<file path="src/design/v3a_pkg.sv">
// Package for the vector arithmetic unit: payload types, operation codes,
// the stage types shared by the root and quotient cells, and the rounding
// and saturation helpers. It depends on nothing else.
`default_nettype none

package v3a_pkg;

    // Operation codes carried in req_type.
    localparam logic [3:0] OP_ADD   = 4'd0;
    localparam logic [3:0] OP_SUB   = 4'd1;
    localparam logic [3:0] OP_MUL   = 4'd2;
    localparam logic [3:0] OP_DIV   = 4'd3;
    localparam logic [3:0] OP_SADD  = 4'd4;
    localparam logic [3:0] OP_SSUB  = 4'd5;
    localparam logic [3:0] OP_SMUL  = 4'd6;
    localparam logic [3:0] OP_SDIV  = 4'd7;
    localparam logic [3:0] OP_NORM  = 4'd8;
    localparam logic [3:0] OP_DIST  = 4'd9;
    localparam logic [3:0] OP_DOT   = 4'd10;
    localparam logic [3:0] OP_CROSS = 4'd11;
    localparam logic [3:0] OP_UNIT  = 4'd12;

    // One root cell per result bit, one quotient cell per quotient bit.
    localparam int SQ_STEPS  = 32;
    localparam int DIV_STEPS = 32;

    localparam logic [31:0] Q_MAX = 32'h7FFF_FFFF;
    localparam logic [31:0] Q_MIN = 32'h8000_0000;

    // Input item.
    typedef struct packed {
        logic [3:0]         req_type;
        logic signed [31:0] a_x;
        logic signed [31:0] a_y;
        logic signed [31:0] a_z;
        logic signed [31:0] b_x;
        logic signed [31:0] b_y;
        logic signed [31:0] b_z;
        logic signed [31:0] scalar_in;
    } v3a_req_t;

    // Result item.
    typedef struct packed {
        logic signed [31:0] r_x;
        logic signed [31:0] r_y;
        logic signed [31:0] r_z;
        logic signed [31:0] scalar_out;
        logic               div_error;
    } v3a_res_t;

    // Operands and early results that ride alongside the root cells.
    typedef struct packed {
        logic [3:0]       op;
        logic [2:0][31:0] a;
        logic [2:0][31:0] b;
        logic [31:0]      s;
        logic [2:0][31:0] res_r;
        logic [31:0]      res_s;
    } sq_side_t;

    // One root cell's worth of state: radicand still to consume, partial
    // remainder and partial root.
    typedef struct packed {
        logic [63:0] rad;
        logic [33:0] rem;
        logic [31:0] f;
        sq_side_t    side;
    } sq_stage_t;

    // Per-lane state of the restoring divider.
    typedef struct packed {
        logic [33:0] rem;
        logic [31:0] num;
        logic [33:0] d2;
        logic [31:0] q;
        logic        ovf;
    } div_lane_t;

    // What the output stage needs besides the quotients.
    typedef struct packed {
        logic             use_div;
        logic [2:0]       neg;
        logic             err;
        logic [2:0][31:0] res_r;
        logic [31:0]      res_s;
    } div_side_t;

    typedef struct packed {
        div_lane_t [2:0] lane;
        div_side_t       side;
    } div_stage_t;

    // Saturate a signed value to the Q16.16 range.
    function automatic logic [31:0] sat32(input logic signed [63:0] v);
        if (v > 64'sd2147483647) begin
            return Q_MAX;
        end else if (v < -64'sd2147483648) begin
            return Q_MIN;
        end
        return v[31:0];
    endfunction

    // Shift right by 16, rounding half away from zero.
    function automatic logic [49:0] round_q(input logic signed [64:0] v);
        logic [64:0] mag;
        logic [64:0] sum;
        logic [49:0] r;
        mag = v[64] ? 65'(-v) : 65'(v);
        sum = mag + 65'd32768;
        r = {1'b0, sum[64:16]};
        return v[64] ? 50'(-r) : r;
    endfunction

    // Clamp an unsigned length to the positive Q16.16 range.
    function automatic logic [31:0] sat_u33(input logic [32:0] l);
        return (l > {1'b0, Q_MAX}) ? Q_MAX : l[31:0];
    endfunction

endpackage

`default_nettype wire

</file>
<file path="src/design/v3a_div_cell.sv">
// One cell of the restoring divider chain: one quotient bit for each of the
// three lanes. Depends on v3a_pkg for the stage type.
`default_nettype none

module v3a_div_cell (
    input  wire logic                aclk,
    input  wire logic                ce,
    input  wire v3a_pkg::div_stage_t src_i,
    output v3a_pkg::div_stage_t      dst_o
);
    import v3a_pkg::*;

    div_stage_t stage_reg;
    div_stage_t stage_next;

    // Shift in the next dividend bit and subtract the divisor where it fits.
    always_comb begin
        logic [2:0][34:0] sh;
        logic [2:0][34:0] diff;
        logic [2:0]       ge;
        stage_next = src_i;
        for (int i = 0; i < 3; i++) begin
            sh[i] = {src_i.lane[i].rem, src_i.lane[i].num[31]};
            diff[i] = sh[i] - {1'b0, src_i.lane[i].d2};
            ge[i] = (sh[i] >= {1'b0, src_i.lane[i].d2});
            stage_next.lane[i].rem = ge[i] ? diff[i][33:0] : sh[i][33:0];
            stage_next.lane[i].num = {src_i.lane[i].num[30:0], 1'b0};
            stage_next.lane[i].q = {src_i.lane[i].q[30:0], ge[i]};
        end
    end

    always_ff @(posedge aclk) begin
        if (ce) begin
            stage_reg <= stage_next;
        end
    end

    assign dst_o = stage_reg;

endmodule

`default_nettype wire

</file>
<file path="config.mk">
export PLATFORM = sky130hd
export DESIGN_NAME = v3a_div_cell
export DESIGN_NICKNAME = d
export VERILOG_FILES = /design/src/design/v3a_pkg.sv /design/src/design/v3a_div_cell.sv
export SDC_FILE = /design/constraint.sdc
export NUM_CORES = 1
export LEC_CHECK = 0
export ABC_AREA = 1
export BUFFER_PORTS_ARGS = -buffer_cell sky130_fd_sc_hd__buf_2
export CAP_MARGIN = 20
export CORE_AREA = 3 3 411 413
export CTS_BUF_LIST = sky130_fd_sc_hd__clkbuf_4
export DETAILED_ROUTE_END_ITERATION = 10
export DIE_AREA = 0 0 414 416
export SLEW_MARGIN = 20
export SYNTH_ARGS = -nofsm -noshare
export SYNTH_HDL_FRONTEND = slang
export SYNTH_SLANG_ARGS = --single-unit
</file>
<file path="constraint.sdc">
create_clock -name aclk -period 3.7 [get_ports aclk]
set_clock_uncertainty 0.2 [all_clocks]
set_input_delay 0.185 -clock aclk [delete_from_list [all_inputs] [get_ports aclk]]
set_output_delay 0.185 -clock aclk [all_outputs]
set_load 0.01 [all_outputs]
</file>
==> flow_summary.yaml, run 1 <==
die:
  ios: 1066
  rows: 149
  fp.dieW_um: 414
  initial_core_util_pct: 15.28
  die_h_um: 416
synthesis:
  ys_seq_area_share_pct: 62.93
  syn_area_per_cell_sq_um: 10.25
  ys_ff_latch: 529
  synthArstFlopShare_pct: 0
  yosys.area.top_type_share_pct: 62.93
  synth_area_sq_um: 25240
  synth_edf_count: 529
  synth_ff_type: "edfxtp_1"
  synthTopCellsByArea: "edfxtp_1 (63%), nand2_1 (12%), inv_1 (5.8%)"
  ys_types: 33
  synth_top_area_cell: "edfxtp_1"
  yosys_warnings: 0
  synthCells: 2462
clock_network:
  cts_sinks: 529
  ctsResizeCount: 0
  cts_made_buffers: 154
  cts-hold-fix-buffers: 1196
  post_cts_buffers: 0
  clock_path_buffers: 3
  cts_root_buf: "clkbuf_4"
  cts.htree.levels: 4
run_status:
  lastStage: "4_1_cts"
  error: "[ERROR RSZ-0060] Max buffer count reached."
  outcome: "aborted with a tool error"
placement:
  pre_cts_ws_ns: 0.6877
  gp_congestion: 0.9191
  dp_hpwl_um: 116200
  io_buffers: 1059
==> synth_stat cells (4+ instances only) <==
| master | number |
|---|---|
| ha_1 | 102 |
| o21bai_1 | 7 |
| nand4_1 | 10 |
| edfxtp_1 | 529 |
| buf_6 | 10 |
| nor3_1 | 20 |
| nor2_2 | 9 |
| o21ai_0 | 39 |
| nor2_1 | 159 |
| a21oi_2 | 4 |
| xor2_1 | 46 |
| a21oi_1 | 79 |
| nand2_1 | 836 |
| xnor2_1 | 8 |
| inv_2 | 10 |
| nand3_1 | 105 |
| inv_1 | 393 |
| nor2_4 | 7 |
| buf_4 | 9 |
| nand2_2 | 39 |
| nand3b_1 | 18 |
==> stage by stage <==
step | cells | hold WS, ns | instance area (sq um)
3_5_place_dp | 5716 | 0.1631 | 33360
2_1_floorplan | 2464 | 0.08387 | 25250
3_3_place_gp | 5716 | 0.1613 | 33360
==> logic make-up after synthesis <==
| family | count (synthesis) | share of synthesized area [%] |
|---|---|---|
| AO/OA/AOI/OAI | 129 | 2.686 |
| XOR/XNOR | 54 | 1.874 |
| adder cells (fa/ha/maj) | 105 | 5.293 |
| buffers and inverters | 427 | 6.969 |
| flip-flops | 529 | 62.93 |
| other | 1 | 0.01485 |
| AND/OR/NAND/NOR | 1217 | 20.24 |
==> inputs of run 2 (changes only) <==
--- a/config.mk
+++ b/config.mk
@@ -8,10 +8,10 @@
 export ABC_AREA = 1
 export BUFFER_PORTS_ARGS = -buffer_cell sky130_fd_sc_hd__buf_2
 export CAP_MARGIN = 20
-export CORE_AREA = 3 3 411 413
-export CTS_BUF_LIST = sky130_fd_sc_hd__clkbuf_4
+export CORE_AREA = 3 3 416 418
 export DETAILED_ROUTE_END_ITERATION = 10
-export DIE_AREA = 0 0 414 416
+export DIE_AREA = 0 0 419 421
+export PLACE_DENSITY_LB_ADDON = 0.15
 export SLEW_MARGIN = 20
 export SYNTH_ARGS = -nofsm -noshare
 export SYNTH_HDL_FRONTEND = slang
==> run 2 against run 1 <==
Net effect:
- the run now ends clean
- synthesized cell count stayed put
- area after synthesis did not move
==> flow_summary.yaml, run 2 <==
run_status:
  outcome: "completed"
clock_network:
  cts_tree: "done"
  clock_path_buffers: 3
  cts_sinks: 529
  cts.clk_slew.worst_paths_ns: 0.06
  cts_root_buf: "clkbuf_16"
  ctsResizeCount: 0
  cts_made_buffers: 72
  cts.htree.levels: 3
  cts-hold-fix-buffers: 762
  post_cts_buffers: 0
synthesis:
  synth_common_cells: "nand2_1 (836), edfxtp_1 (529), inv_1 (393)"
  yosysMostFrequentCell: "nand2_1"
  synth_top_area_cell: "edfxtp_1"
  synthCells: 2462
  ys_ff_latch: 529
  synth_ff_type: "edfxtp_1"
  synthTopCellsByArea: "edfxtp_1 (63%), nand2_1 (12%), inv_1 (5.8%)"
  synth_edf_count: 529
  synth_area_sq_um: 25240
  ys_types: 33
  synthArstFlopShare_pct: 0
  ys_seq_area_share_pct: 62.93
  syn_area_per_cell_sq_um: 10.25
  yosys_warnings: 0
  yosys.area.top_type_share_pct: 62.93
die:
  ios: 1066
  die-area_sq_um: 176400
  core_sq_um: 169500
  rows: 151
  fp.dieW_um: 419
  die_h_um: 421
  initial_core_util_pct: 14.90
global_route:
  grt-ovfl-total: 0
  track_usage_pct: 14.66
  grt_pass1_wl_um: 184000
  grt_pass1_vias: 25275
  antenna_found_initial: 77
  grt_max_degree: 61
timing:
  finalWorstSetupSlack_ns: 0.4959
  rsz0062_at_grt: "no"
  slew_headroom_pct: 46.23
  setup_tns_ns: 0
  hold_violations: 0
  final-setup-viol-count: 0
  layout_min_cycle_time_ns: 3.204
  max_slew.worst_pin.slew_ns: 0.8066
  drv_slew: 0
  period_share_pct: 86.60
  fmax_ghz: 0.3121
cells_and_area:
  layout_common_cells: "buf_2 (1,058), nand2_1 (836), dlygate4sd3_1 (762)"
  area_growth_pct: 71.67
  multi_input_area_sq_um: 7607
  fill_cells: 18516
  seq_area_sq_um: 15890
  largest_register_ffs: 529
  drive_above_1_share_pct: 28.59
  finalNetCount: 5000
  final_common_cell: "buf_2"
placement:
  pre_cts_ws_ns: 0.6762
  gp_congestion: 0.8495
  io_buffers: 1059
  dp_hpwl_um: 109900
critical_path:
  cp-end-kind: "register"
  crit_type: "in2reg"
  worstPathArrival_ns: 3.41
  cp_max_fo: 37
  cp.required_ns: 3.91
  startpoint_type: "input pin"
routing:
  routed-via-count: 24126
  dr.pass1.iters: 5
  drt_iter0_markers: 1165
  wl_per_cell_um: 20.12
  drt-total-wl_um: 133900
  ant_nets: 0
  drc: 0
  post_drt_via_cell_ratio: 3.626
power:
  ir_drop_v: 0.0002966
  power.leakage_nw: 19.95
  pwr_density_cell_nw_per_um2: 420.6
hold_path:
  hp-start: "src_i[53]"
  whs_path_depth: 2
  worstHoldPathType: "in2reg"
  min_delay_worst_endpoint: "dst_o[53]"
run:
  maxCapViolations: 0
## run 2: cell counts after synthesis
No cell type changed its count.
## run 2: logic make-up after synthesis
kind of cell / Yosys count / share of synthesized area [%]
AOI/OAI and AO/OA: 129 / 2.686
xor gates and xnor gates: 54 / 1.874
adders and majority gates: 105 / 5.293
buffers and inverters: 427 / 6.969
DFF: 529 / 62.93
other: 1 / 0.01485
and+or+nand+nor: 1217 / 20.24
## run 2: per-layer routing
metal	share of wire (%)	GRT usage, %	up-vias
met1	36	14.66	11193
met4	3.7	6.254	12
met3	6.0	3.427	245
met5	0.057	0	-
met2	55	28.47	826
li1	-	-	11850
## run 2: final cells by class
type / count / area share [%]
flip-flops and latches: 529 / 36.66
multi-input cells: 1508 / 17.55
clock buffers: 91 / 4.322
diodes: 24 / 0.1386
inverters: 406 / 3.551
well taps: 2218 / 6.404
clock inverters: 33 / 0.8633
repair buffers: 1844 / 30.51
## run 2: report_power, final
part           total, mW  internal [mW]  leakage [nW]  switching [mW]
combinational       3.93           1.63          13.7            2.30
sequential          7.42           7.26          5.18           0.151
clock               6.88           4.01          1.09            2.87
## run 2: how the worst max path moves through the flow
| stage | startpoint | cells past startpoint | endpoint | slack [ns] |
|---|---|---|---|---|
| floorplan | src_i[231] | 14 | dst_o[252] | 1.54 |
| global placement | src_i[460] | 12 | dst_o[525] | 0.70 |
| detailed placement | src_i[460] | 12 | dst_o[525] | 0.68 |
| CTS | src_i[180] | 14 | dst_o[234] | 0.49 |
| global route | src_i[180] | 16 | dst_o[234] | 0.27 |
| finish | src_i[180] | 14 | dst_o[234] | 0.50 |
## run 2: through the flow
step | instances | utilization (%) | area, sq um | hold slack [ns] | total power, mW
2_1_floorplan | 2464 | - | 25250 | 0.08387 | 9.069
3_3_place_gp | 5743 | 19.71 | 33400 | 0.1623 | 10.86
3_5_place_dp | 5743 | 19.71 | 33400 | 0.1631 | 10.85
4_1_cts | 6629 | 25.54 | 43280 | 0.0003592 | 18.69
5_1_grt | 6647 | 25.56 | 43320 | 0.03419 | 19.21
6_report | 6653 | 25.57 | 43340 | 0.08745 | 18.23
## run 2: critical path, stage by stage
cell and delay, ns:
dlygate4sd3_1 0.55, buf_2 0.12, inv_1 0.11, ha_1 0.39
nand2_2 0.11, nor2_4 0.22, nand3_1 0.16, nor3_1 0.25
a21oi_2 0.14, nand2_8 0.28, inv_8 0.17, nand2_2 0.09
nand2_1 0.05, dlygate4sd3_1 0.55
No activity file was read; power rests on OpenSTA's default activity.
