### config.mk
export PLATFORM = sky130hd
export DESIGN_NAME = v3a_sqrt_cell
export DESIGN_NICKNAME = d
export VERILOG_FILES = /design/src/design/v3a_pkg.sv /design/src/design/v3a_sqrt_cell.sv
export SDC_FILE = /design/constraint.sdc
export NUM_CORES = 1
export LEC_CHECK = 0
export ABC_AREA = 1
export BUFFER_PORTS_ARGS = -buffer_cell sky130_fd_sc_hd__buf_2
export CAP_MARGIN = 20
export CORE_AREA = 3 3 379 381
export CTS_BUF_LIST = sky130_fd_sc_hd__clkbuf_8
export DETAILED_ROUTE_END_ITERATION = 10
export DIE_AREA = 0 0 382 384
export GPL_ROUTABILITY_DRIVEN = 0
export GPL_TIMING_DRIVEN = 1
export PLACE_DENSITY = 0.4
export SLEW_MARGIN = 5
export SYNTH_ARGS = -nofsm -noshare
export SYNTH_HDL_FRONTEND = slang
export SYNTH_SLANG_ARGS = --single-unit
### constraint.sdc
create_clock -name aclk -period 2 [get_ports aclk]
set_clock_uncertainty 0.1 [all_clocks]
set_input_delay 0.3 -clock aclk [delete_from_list [all_inputs] [get_ports aclk]]
set_output_delay 0.3 -clock aclk [all_outputs]
set_load 0.005 [all_outputs]
### src/design/v3a_pkg.sv
// Package for the vector arithmetic unit: payload types, operation codes,
// the stage types shared by the root and quotient cells, and the rounding
// and saturation helpers. It depends on nothing else.
`default_nettype none

package v3a_pkg;

    // Operation codes carried in req_type.
    localparam logic [3:0] OP_ADD   = 4'd0;
    localparam logic [3:0] OP_SUB   = 4'd1;
    localparam logic [3:0] OP_MUL   = 4'd2;
    localparam logic [3:0] OP_DIV   = 4'd3;
    localparam logic [3:0] OP_SADD  = 4'd4;
    localparam logic [3:0] OP_SSUB  = 4'd5;
    localparam logic [3:0] OP_SMUL  = 4'd6;
    localparam logic [3:0] OP_SDIV  = 4'd7;
    localparam logic [3:0] OP_NORM  = 4'd8;
    localparam logic [3:0] OP_DIST  = 4'd9;
    localparam logic [3:0] OP_DOT   = 4'd10;
    localparam logic [3:0] OP_CROSS = 4'd11;
    localparam logic [3:0] OP_UNIT  = 4'd12;

    // One root cell per result bit, one quotient cell per quotient bit.
    localparam int SQ_STEPS  = 32;
    localparam int DIV_STEPS = 32;

    localparam logic [31:0] Q_MAX = 32'h7FFF_FFFF;
    localparam logic [31:0] Q_MIN = 32'h8000_0000;

    // Input item.
    typedef struct packed {
        logic [3:0]         req_type;
        logic signed [31:0] a_x;
        logic signed [31:0] a_y;
        logic signed [31:0] a_z;
        logic signed [31:0] b_x;
        logic signed [31:0] b_y;
        logic signed [31:0] b_z;
        logic signed [31:0] scalar_in;
    } v3a_req_t;

    // Result item.
    typedef struct packed {
        logic signed [31:0] r_x;
        logic signed [31:0] r_y;
        logic signed [31:0] r_z;
        logic signed [31:0] scalar_out;
        logic               div_error;
    } v3a_res_t;

    // Operands and early results that ride alongside the root cells.
    typedef struct packed {
        logic [3:0]       op;
        logic [2:0][31:0] a;
        logic [2:0][31:0] b;
        logic [31:0]      s;
        logic [2:0][31:0] res_r;
        logic [31:0]      res_s;
    } sq_side_t;

    // One root cell's worth of state: radicand still to consume, partial
    // remainder and partial root.
    typedef struct packed {
        logic [63:0] rad;
        logic [33:0] rem;
        logic [31:0] f;
        sq_side_t    side;
    } sq_stage_t;

    // Per-lane state of the restoring divider.
    typedef struct packed {
        logic [33:0] rem;
        logic [31:0] num;
        logic [33:0] d2;
        logic [31:0] q;
        logic        ovf;
    } div_lane_t;

    // What the output stage needs besides the quotients.
    typedef struct packed {
        logic             use_div;
        logic [2:0]       neg;
        logic             err;
        logic [2:0][31:0] res_r;
        logic [31:0]      res_s;
    } div_side_t;

    typedef struct packed {
        div_lane_t [2:0] lane;
        div_side_t       side;
    } div_stage_t;

    // Saturate a signed value to the Q16.16 range.
    function automatic logic [31:0] sat32(input logic signed [63:0] v);
        if (v > 64'sd2147483647) begin
            return Q_MAX;
        end else if (v < -64'sd2147483648) begin
            return Q_MIN;
        end
        return v[31:0];
    endfunction

    // Shift right by 16, rounding half away from zero.
    function automatic logic [49:0] round_q(input logic signed [64:0] v);
        logic [64:0] mag;
        logic [64:0] sum;
        logic [49:0] r;
        mag = v[64] ? 65'(-v) : 65'(v);
        sum = mag + 65'd32768;
        r = {1'b0, sum[64:16]};
        return v[64] ? 50'(-r) : r;
    endfunction

    // Clamp an unsigned length to the positive Q16.16 range.
    function automatic logic [31:0] sat_u33(input logic [32:0] l);
        return (l > {1'b0, Q_MAX}) ? Q_MAX : l[31:0];
    endfunction

endpackage

`default_nettype wire

### src/design/v3a_sqrt_cell.sv
// One cell of the square root chain: takes two radicand bits and yields one
// bit of the root. Depends on v3a_pkg for the stage type.
`default_nettype none

module v3a_sqrt_cell (
    input  wire logic               aclk,
    input  wire logic               ce,
    input  wire v3a_pkg::sq_stage_t src_i,
    output v3a_pkg::sq_stage_t      dst_o
);
    import v3a_pkg::*;

    sq_stage_t stage_reg;
    sq_stage_t stage_next;

    // Bring in the next bit pair and try the trial subtrahend 4f+1.
    always_comb begin
        logic [35:0] sh;
        logic [35:0] trial;
        logic [35:0] diff;
        sh = {src_i.rem, src_i.rad[63:62]};
        trial = {2'b00, src_i.f, 2'b01};
        diff = sh - trial;
        stage_next = src_i;
        stage_next.rad = {src_i.rad[61:0], 2'b00};
        if (sh >= trial) begin
            stage_next.rem = diff[33:0];
            stage_next.f = {src_i.f[30:0], 1'b1};
        end else begin
            stage_next.rem = sh[33:0];
            stage_next.f = {src_i.f[30:0], 1'b0};
        end
    end

    always_ff @(posedge aclk) begin
        if (ce) begin
            stage_reg <= stage_next;
        end
    end

    assign dst_o = stage_reg;

endmodule

`default_nettype wire

# Yosys cells after proc, flatten, opt, wreduce, memory -nomap -nowiden

Cells that the tools add are included.

Multiplexer cells: 1
Divide/modulo/power cells: 0
Bitwise gates (word level): 0
Multipliers: 0
Shift operators: 0
Equal/unequal tests: 0
Reduce and logical (&&, ||, !) cells: 0
$add $sub $neg: 1
$lt $le $gt $ge: 1

Operator list:

| kind           | count |
|---|---|
| $mux 66        | 1 |
| $ge 36x34->1   | 1 |
| $sub 34x34->34 | 1 |

Bits of input ports: 488
RAM bits: 0
Bits in latches: 0
Bits in read-only memories: 0
Register bits after elaboration: 484
Memories kept: 0
Output and inout port bits: 486
Word-level logic and storage cells: 18

# Depth between registers and ports, before layout

Gate-level depths: netlist (run 1).

Word-level depth: 2
Mapped depth: 16

# Least setup slack after synthesis (run 1)

OpenSTA, ideal clock, no wires.

Kind: input to register
From: input src_i[369] (netlist name)
To: register stage_reg (netlist bit dst_o[413]), data pin
Arrival: 1699 ps
Slack: -52 ps
Stages on the path: 15
Path through: inv_1 ha_1 nand2_1 inv_1 nand2_1 nand2_1 nand2_1 nand2_1 a21oi_1 nand2_1 nand2_1 nand2_4 buf_4 nand3_1 nand2_1

RTL lines:

| what                   | line                | text |
|---|---|---|
| start: declaration     | v3a_sqrt_cell.sv:8  | `input wire v3a_pkg::sq_stage_t src_i,` |
| end signal: assignment | v3a_sqrt_cell.sv:37 | `stage_reg <= stage_next;` |
| end: declaration       | v3a_sqrt_cell.sv:13 | `sq_stage_t stage_reg;` |

==> results.py, run 1 <==
metrics = {
    "cts": {
        "cts-htree-levels": 3,
        "clk_pin_slew_ns": 0.06,
        "cts.sinks": 484,
        "cts_buffer_depth": 3,
        "cts_tree": "done",
        "cts-root-buf": "clkbuf_8",
        "cts_made_buffers": 95,
    },
    "critical_path": {
        "cp-start-kind": "input pin",
        "cp.arrival_ns": 2.35,
        "end_kind": "flop",
        "crit_start": "src_i[416]",
        "cp.required_ns": 2.40,
        "crit_slowest_cell": "dlygate4sd3_1",
        "crit_chain": "dlygate4sd3_1 -> buf_2 -> ha_4 -> nand2_2 -> nor2_4 -> nand2_2 -> nor2_4 -> nand2_1 -> a21oi_2 -> nor2_1 -> nand2_4 -> inv_4 -> buf_12 -> nand2_1 -> nand2_1",
        "critPathMaxStageDelay_ns": 0.53,
        "cp_common_cell": "nand2_1",
        "critPathMaxFanout": 18,
        "path_class": "input pin to flop",
        "crit_end": "dst_o[410]$_DFFE_PP_",
    },
    "detailed_routing": {
        "vias": 16100,
        "ant_nets": 0,
        "drt_iter0_drc": 721,
        "routed_wl_um": 107000,
        "wl_per_cell_um": 22.1,
        "drt_pass1_iterations": 4,
        "drc": 0,
        "via_per_inst": 3.32,
    },
    "final_layout": {
        "fill_cells": 15400,
        "largest_register_ffs": 484,
        "layout-drive-gt1-share_pct": 44.7,
        "final_nets": 3372,
        "final_area_um2": 33200,
        "syn_to_final_growth_pct": 88.8,
        "final_util_pct": 23.6,
    },
    "timing": {
        "slew_violations": 0,
        "period_share_pct": 97.7,
        "setup_tns_ns": 0,
        "setup_viol": 0,
        "max_freq_mhz": 512,
        "hold_viol": 0,
        "worst_hold_slack_ns": 0.0868,
        "timing.final.crit_period_ns": 1.95,
    },
    "synth": {
        "ys.warnings.count": 0,
        "postSynthAreaPerCell_um2": 15.6,
        "synthTopCellsByCount": "484 x edfxtp_1, 288 x nand2_1, 139 x inv_1",
        "synth-edff-count": 484,
        "synth_most_common_cell": "edfxtp_1",
        "yosys.area.top_type": "edfxtp_1",
        "synth.top_cell.area_share_pct": 82.6,
        "synth.distinct_cells": 25,
        "synth_seq_cells": 484,
        "seq_area_frac_synth_pct": 82.6,
        "synthTopCellsByArea": "edfxtp_1 83%, nand2_1 6.1%, inv_1 3.0%, ha_1 2.4%, nand3_1 1.1%",
        "synthFlopType": "edfxtp_1",
        "async_reset_ff_share_pct": 0,
        "netlist_instances": 1131,
        "synth_area_um2": 17600,
    },
    "placed_design": {
        "port_buffers": 971,
        "placed_area_um2": 26400,
        "place_hpwl_um": 89900,
    },
    "floorplan": {
        "start_util_pct": 12.5,
        "dieArea_um2": 147000,
        "die_y_um": 384,
        "die_x_um": 382,
        "row_count": 138,
        "fp.coreArea_um2": 141000,
        "io_pins": 974,
    },
    "global_routing": {
        "gr-usage-all-layers_pct": 14.1,
        "grt_max_degree": 66,
        "antenna_found_initial": 84,
        "grt_pass1_wl_um": 140000,
        "grt-ovfl-total": 0,
        "grt_pass1_vias": 17000,
    },
    "pwr": {
        "power.density_nw_per_um2": 805,
        "total_power_mw": 26.7,
        "p_leak_nw": 14.6,
        "max-vdd-ir-drop_mv": 0.426,
    },
    "outcome": {
        "run_status": "finished clean",
    },
    "hold_path": {
        "worstHoldPathType": "input pin to flop",
    },
    "job": {
        "cap_viol_max_count": 0,
    },
}
cell type report:
| cell class | count | area, µm² | area share [%] |
|---|---|---|---|
| Inverter | 140 | 528 | 1.59 |
| Tap cell | 1890 | 2360 | 7.12 |
| Timing Repair Buffer | 1629 | 11200 | 33.7 |
| Sequential cell | 484 | 14500 | 43.8 |
| Multi-Input combinational cell | 500 | 2750 | 8.29 |
| Clock buffer | 96 | 1320 | 3.98 |
| Clock inverter | 74 | 453 | 1.36 |
| Antenna cell | 25 | 62.6 | 0.188 |
through the flow:
step,instances,setup WS [ns]
after detailed placement,4151,-0.617
final,4838,0.0460
after global routing,4825,-0.00107
after floorplan,1132,0.00165
after global placement,4151,-0.637
after CTS,4805,-0.00145
repair_timing:
action | 4_1_cts | 5_1_grt
buffers inserted | 0 | 1
endpoints found under the setup margin | 2 | 34
gates resized for setup | 1 | 22
pin swaps | 0 | 3
hold buffers | 484 | 7
hold endpoints to repair | 631 | 6
cells by family after synthesis:
logic type	count (synthesis)	share of synthesized area, %
xor gates and xnor gates	18	0.896
buffers and inverters	148	3.41
and+or+nand+nor	404	9.36
other	1	0.0213
adders and majority gates	34	2.42
DFF	484	82.6
AOI/OAI and AO/OA	42	1.26
critical path: cells and delay by family:
family | cells | cell delay, ns
buffers and inverters | 4 | 0.89
AND/OR/NAND/NOR | 9 | 0.75
adder cells (fa/ha/maj) | 1 | 0.27
AO/OA/AOI/OAI | 1 | 0.11
worst min path at each step:
stage                           from                   end  slack [ns]  cells after the start
final                     src_i[393]  dst_o[395]$_DFFE_PP_        0.09                      5
after detailed placement    src_i[2]    dst_o[2]$_DFFE_PP_        0.38                      1
after CTS                 src_i[397]  dst_o[399]$_DFFE_PP_       -0.41                      3
after floorplan             src_i[0]    dst_o[0]$_DFFE_PP_        0.30                      0
after global placement     src_i[61]   dst_o[61]$_DFFE_PP_        0.38                      1
after global routing      src_i[393]  dst_o[395]$_DFFE_PP_       0.002                      5
report_power, final:
group,internal [mW],switching [mW]
Combinational,2.19,2.33
Sequential,12.2,0.320
Clock,5.00,4.74
metal layers:
layer	track usage (%)	share of wire, %	vias to the layer above
li1	-	-	7437
met1	15.2	37	7599
met2	24.5	49	750
met3	6.37	10	252
met4	4.60	3.3	20
met5	0	0.13	-
cells in the final DEF, fill, tap and decap left out, types with 4 or more instances in the layout:
cell type      instances
nand2_2               14
nand3_1               35
ha_4                  18
a21oi_2                4
nand2_1              276
nand3b_1               4
diode_2               25
o21ai_0               11
xor2_1                15
nor2_1                49
inv_1                175
bufinv_16              4
buf_12                11
buf_4                155
a21oi_1               22
buf_2                969
nand4_1                6
clkinv_1              16
clkinv_2              11
nor2_2                 6
dlygate4sd3_1        491
edfxtp_1             484
clkbuf_8              96
ha_1                  15
nand3_2                4
Note: power is estimated with default switching activity, not from simulation.
==> inputs of run 2 (changes only) <==
GPL_ROUTABILITY_DRIVEN = unset   (was 0)
SETUP_SLACK_MARGIN = 0.3   (was unset)
==> results.py, run 2 (synthesis gave the netlist of run 1 again) <==
metrics = {
    "cts": {
        "cts_tree": "done",
        "cts.sinks": 484,
        "clk_pin_slew_ns": 0.06,
        "cts_buffer_depth": 3,
        "cts-root-buf": "clkbuf_8",
        "cts-htree-levels": 3,
        "cts_made_buffers": 94,
    },
    "timing": {
        "setup_tns_ns": 0,
        "hold_viol": 0,
        "grt_setup_unrepaired": "yes",
        "slew_violations": 0,
        "setup_viol": 0,
        "worst_hold_slack_ns": 0.0711,
        "period_share_pct": 93.4,
        "max_freq_mhz": 536,
        "timing.final.crit_period_ns": 1.87,
    },
    "placed_design": {
        "dp.cells": 4150,
        "port_buffers": 971,
        "finalWeightedCongestion": 0.863,
        "place_hpwl_um": 89400,
    },
    "floorplan": {
        "die_x_um": 382,
        "row_count": 138,
        "fp.coreArea_um2": 141000,
        "io_pins": 974,
        "start_util_pct": 12.5,
        "die_y_um": 384,
        "dieArea_um2": 147000,
    },
    "final_layout": {
        "layout-drive-gt1-share_pct": 46.2,
        "mostFrequentLayoutCells": "835 x buf_2, 517 x dlygate4sd3_1, 484 x edfxtp_1",
        "mostFrequentLayoutCell": "buf_2",
        "fill_cells": 15100,
        "multi_input_area_um2": 3070,
        "largest_register_ffs": 484,
        "syn_to_final_growth_pct": 97.8,
        "regArea_um2": 14500,
        "final_nets": 3397,
        "instances_no_fill": 4877,
    },
    "critical_path": {
        "cp.required_ns": 1.60,
        "cp-start-kind": "flop",
        "crit_chain": "buf_2",
        "critPathMaxFanout": 1,
        "cp.arrival_ns": 1.47,
        "crit_slowest_cell": "edfxtp_1",
        "path_class": "flop to primary output",
        "critPathMaxStageDelay_ns": 0.51,
        "critPathTopFamily": "flip-flops",
        "end_kind": "primary output",
        "path_buf_inv": 1,
        "cp_num_cells": 1,
    },
    "detailed_routing": {
        "drt_iter0_drc": 697,
        "drt_pass1_iterations": 5,
        "vias": 16100,
        "via_per_inst": 3.30,
        "ant_nets": 0,
        "wl_per_cell_um": 21.9,
        "routed_wl_um": 107000,
        "drc": 0,
    },
    "job": {
        "cap_viol_max_count": 0,
    },
    "hold_path": {
        "worstHoldPathType": "input pin to flop",
        "whs_path_depth": 5,
    },
    "outcome": {
        "run_status": "finished clean",
    },
    "global_routing": {
        "grt_max_degree": 73,
        "grt_pass1_vias": 17100,
        "antenna_found_initial": 68,
        "grt-ovfl-total": 0,
        "grt_pass1_wl_um": 139000,
        "gr-usage-all-layers_pct": 14.0,
    },
    "pwr": {
        "total_power_mw": 27.6,
        "max-vdd-ir-drop_mv": 0.451,
        "p_leak_nw": 15.0,
        "power.density_nw_per_um2": 793,
    },
}
[run 2: cell types whose count changed in the layout (fill, tap and decap cells not counted), sizes merged]
cell,change
dlygate4sd3,+26
clkinvlp,+1
clkbuf,-2
diode,+11
bufinv,+2
clkinv,+15
inv,-14
[run 2: timing repair]
item,in CTS,in global routing
gates resized for setup,228,38
hold buffers,516,9
endpoints found under the hold margin,652,9
endpoints found under the setup margin,484,519
setup buffers,0,2
pin swaps,0,10
[run 2: area by class of cell]
cell class | count | area share, %
Clock buffer | 94 | 3.72
Antenna cell | 36 | 0.259
Clock inverter | 78 | 1.61
Sequential cell | 484 | 41.8
Inverter | 140 | 1.56
Multi-Input combinational cell | 500 | 8.83
Tap cell | 1890 | 6.80
Timing Repair Buffer | 1655 | 35.4
[run 2: final timing paths]
kind,from,endpoint,slack (ns)
max,dst_o[70]$_DFFE_PP_,dst_o[70],0.13
min,src_i[391],dst_o[393]$_DFFE_PP_,0.07
[run 2: through the flow]
stage | cell area (µm²) | util (%) | setup WS [ns]
2_1_floorplan | 18100 | - | 0.0623
3_3_place_gp | 26700 | 19.0 | -0.447
3_5_place_dp | 26700 | 19.0 | -0.465
4_1_cts | 34500 | 24.5 | -0.0481
5_1_grt | 34700 | 24.7 | -0.0195
6_report | 34800 | 24.7 | 0.133
[run 2: metal layers]
layer / wire length, µm / vias to the layer above / track usage, %
met2: 52000 / 683 / 23.8
li1: - / 7503 / -
met1: 40200 / 7688 / 15.1
met4: 3860 / 14 / 4.95
met5: 92 / - / 0
met3: 10800 / 211 / 6.74
[run 2: power by group]
part | switching [mW] | internal (mW)
combinational | 2.36 | 2.58
clock | 4.83 | 5.25
sequential | 0.387 | 12.2
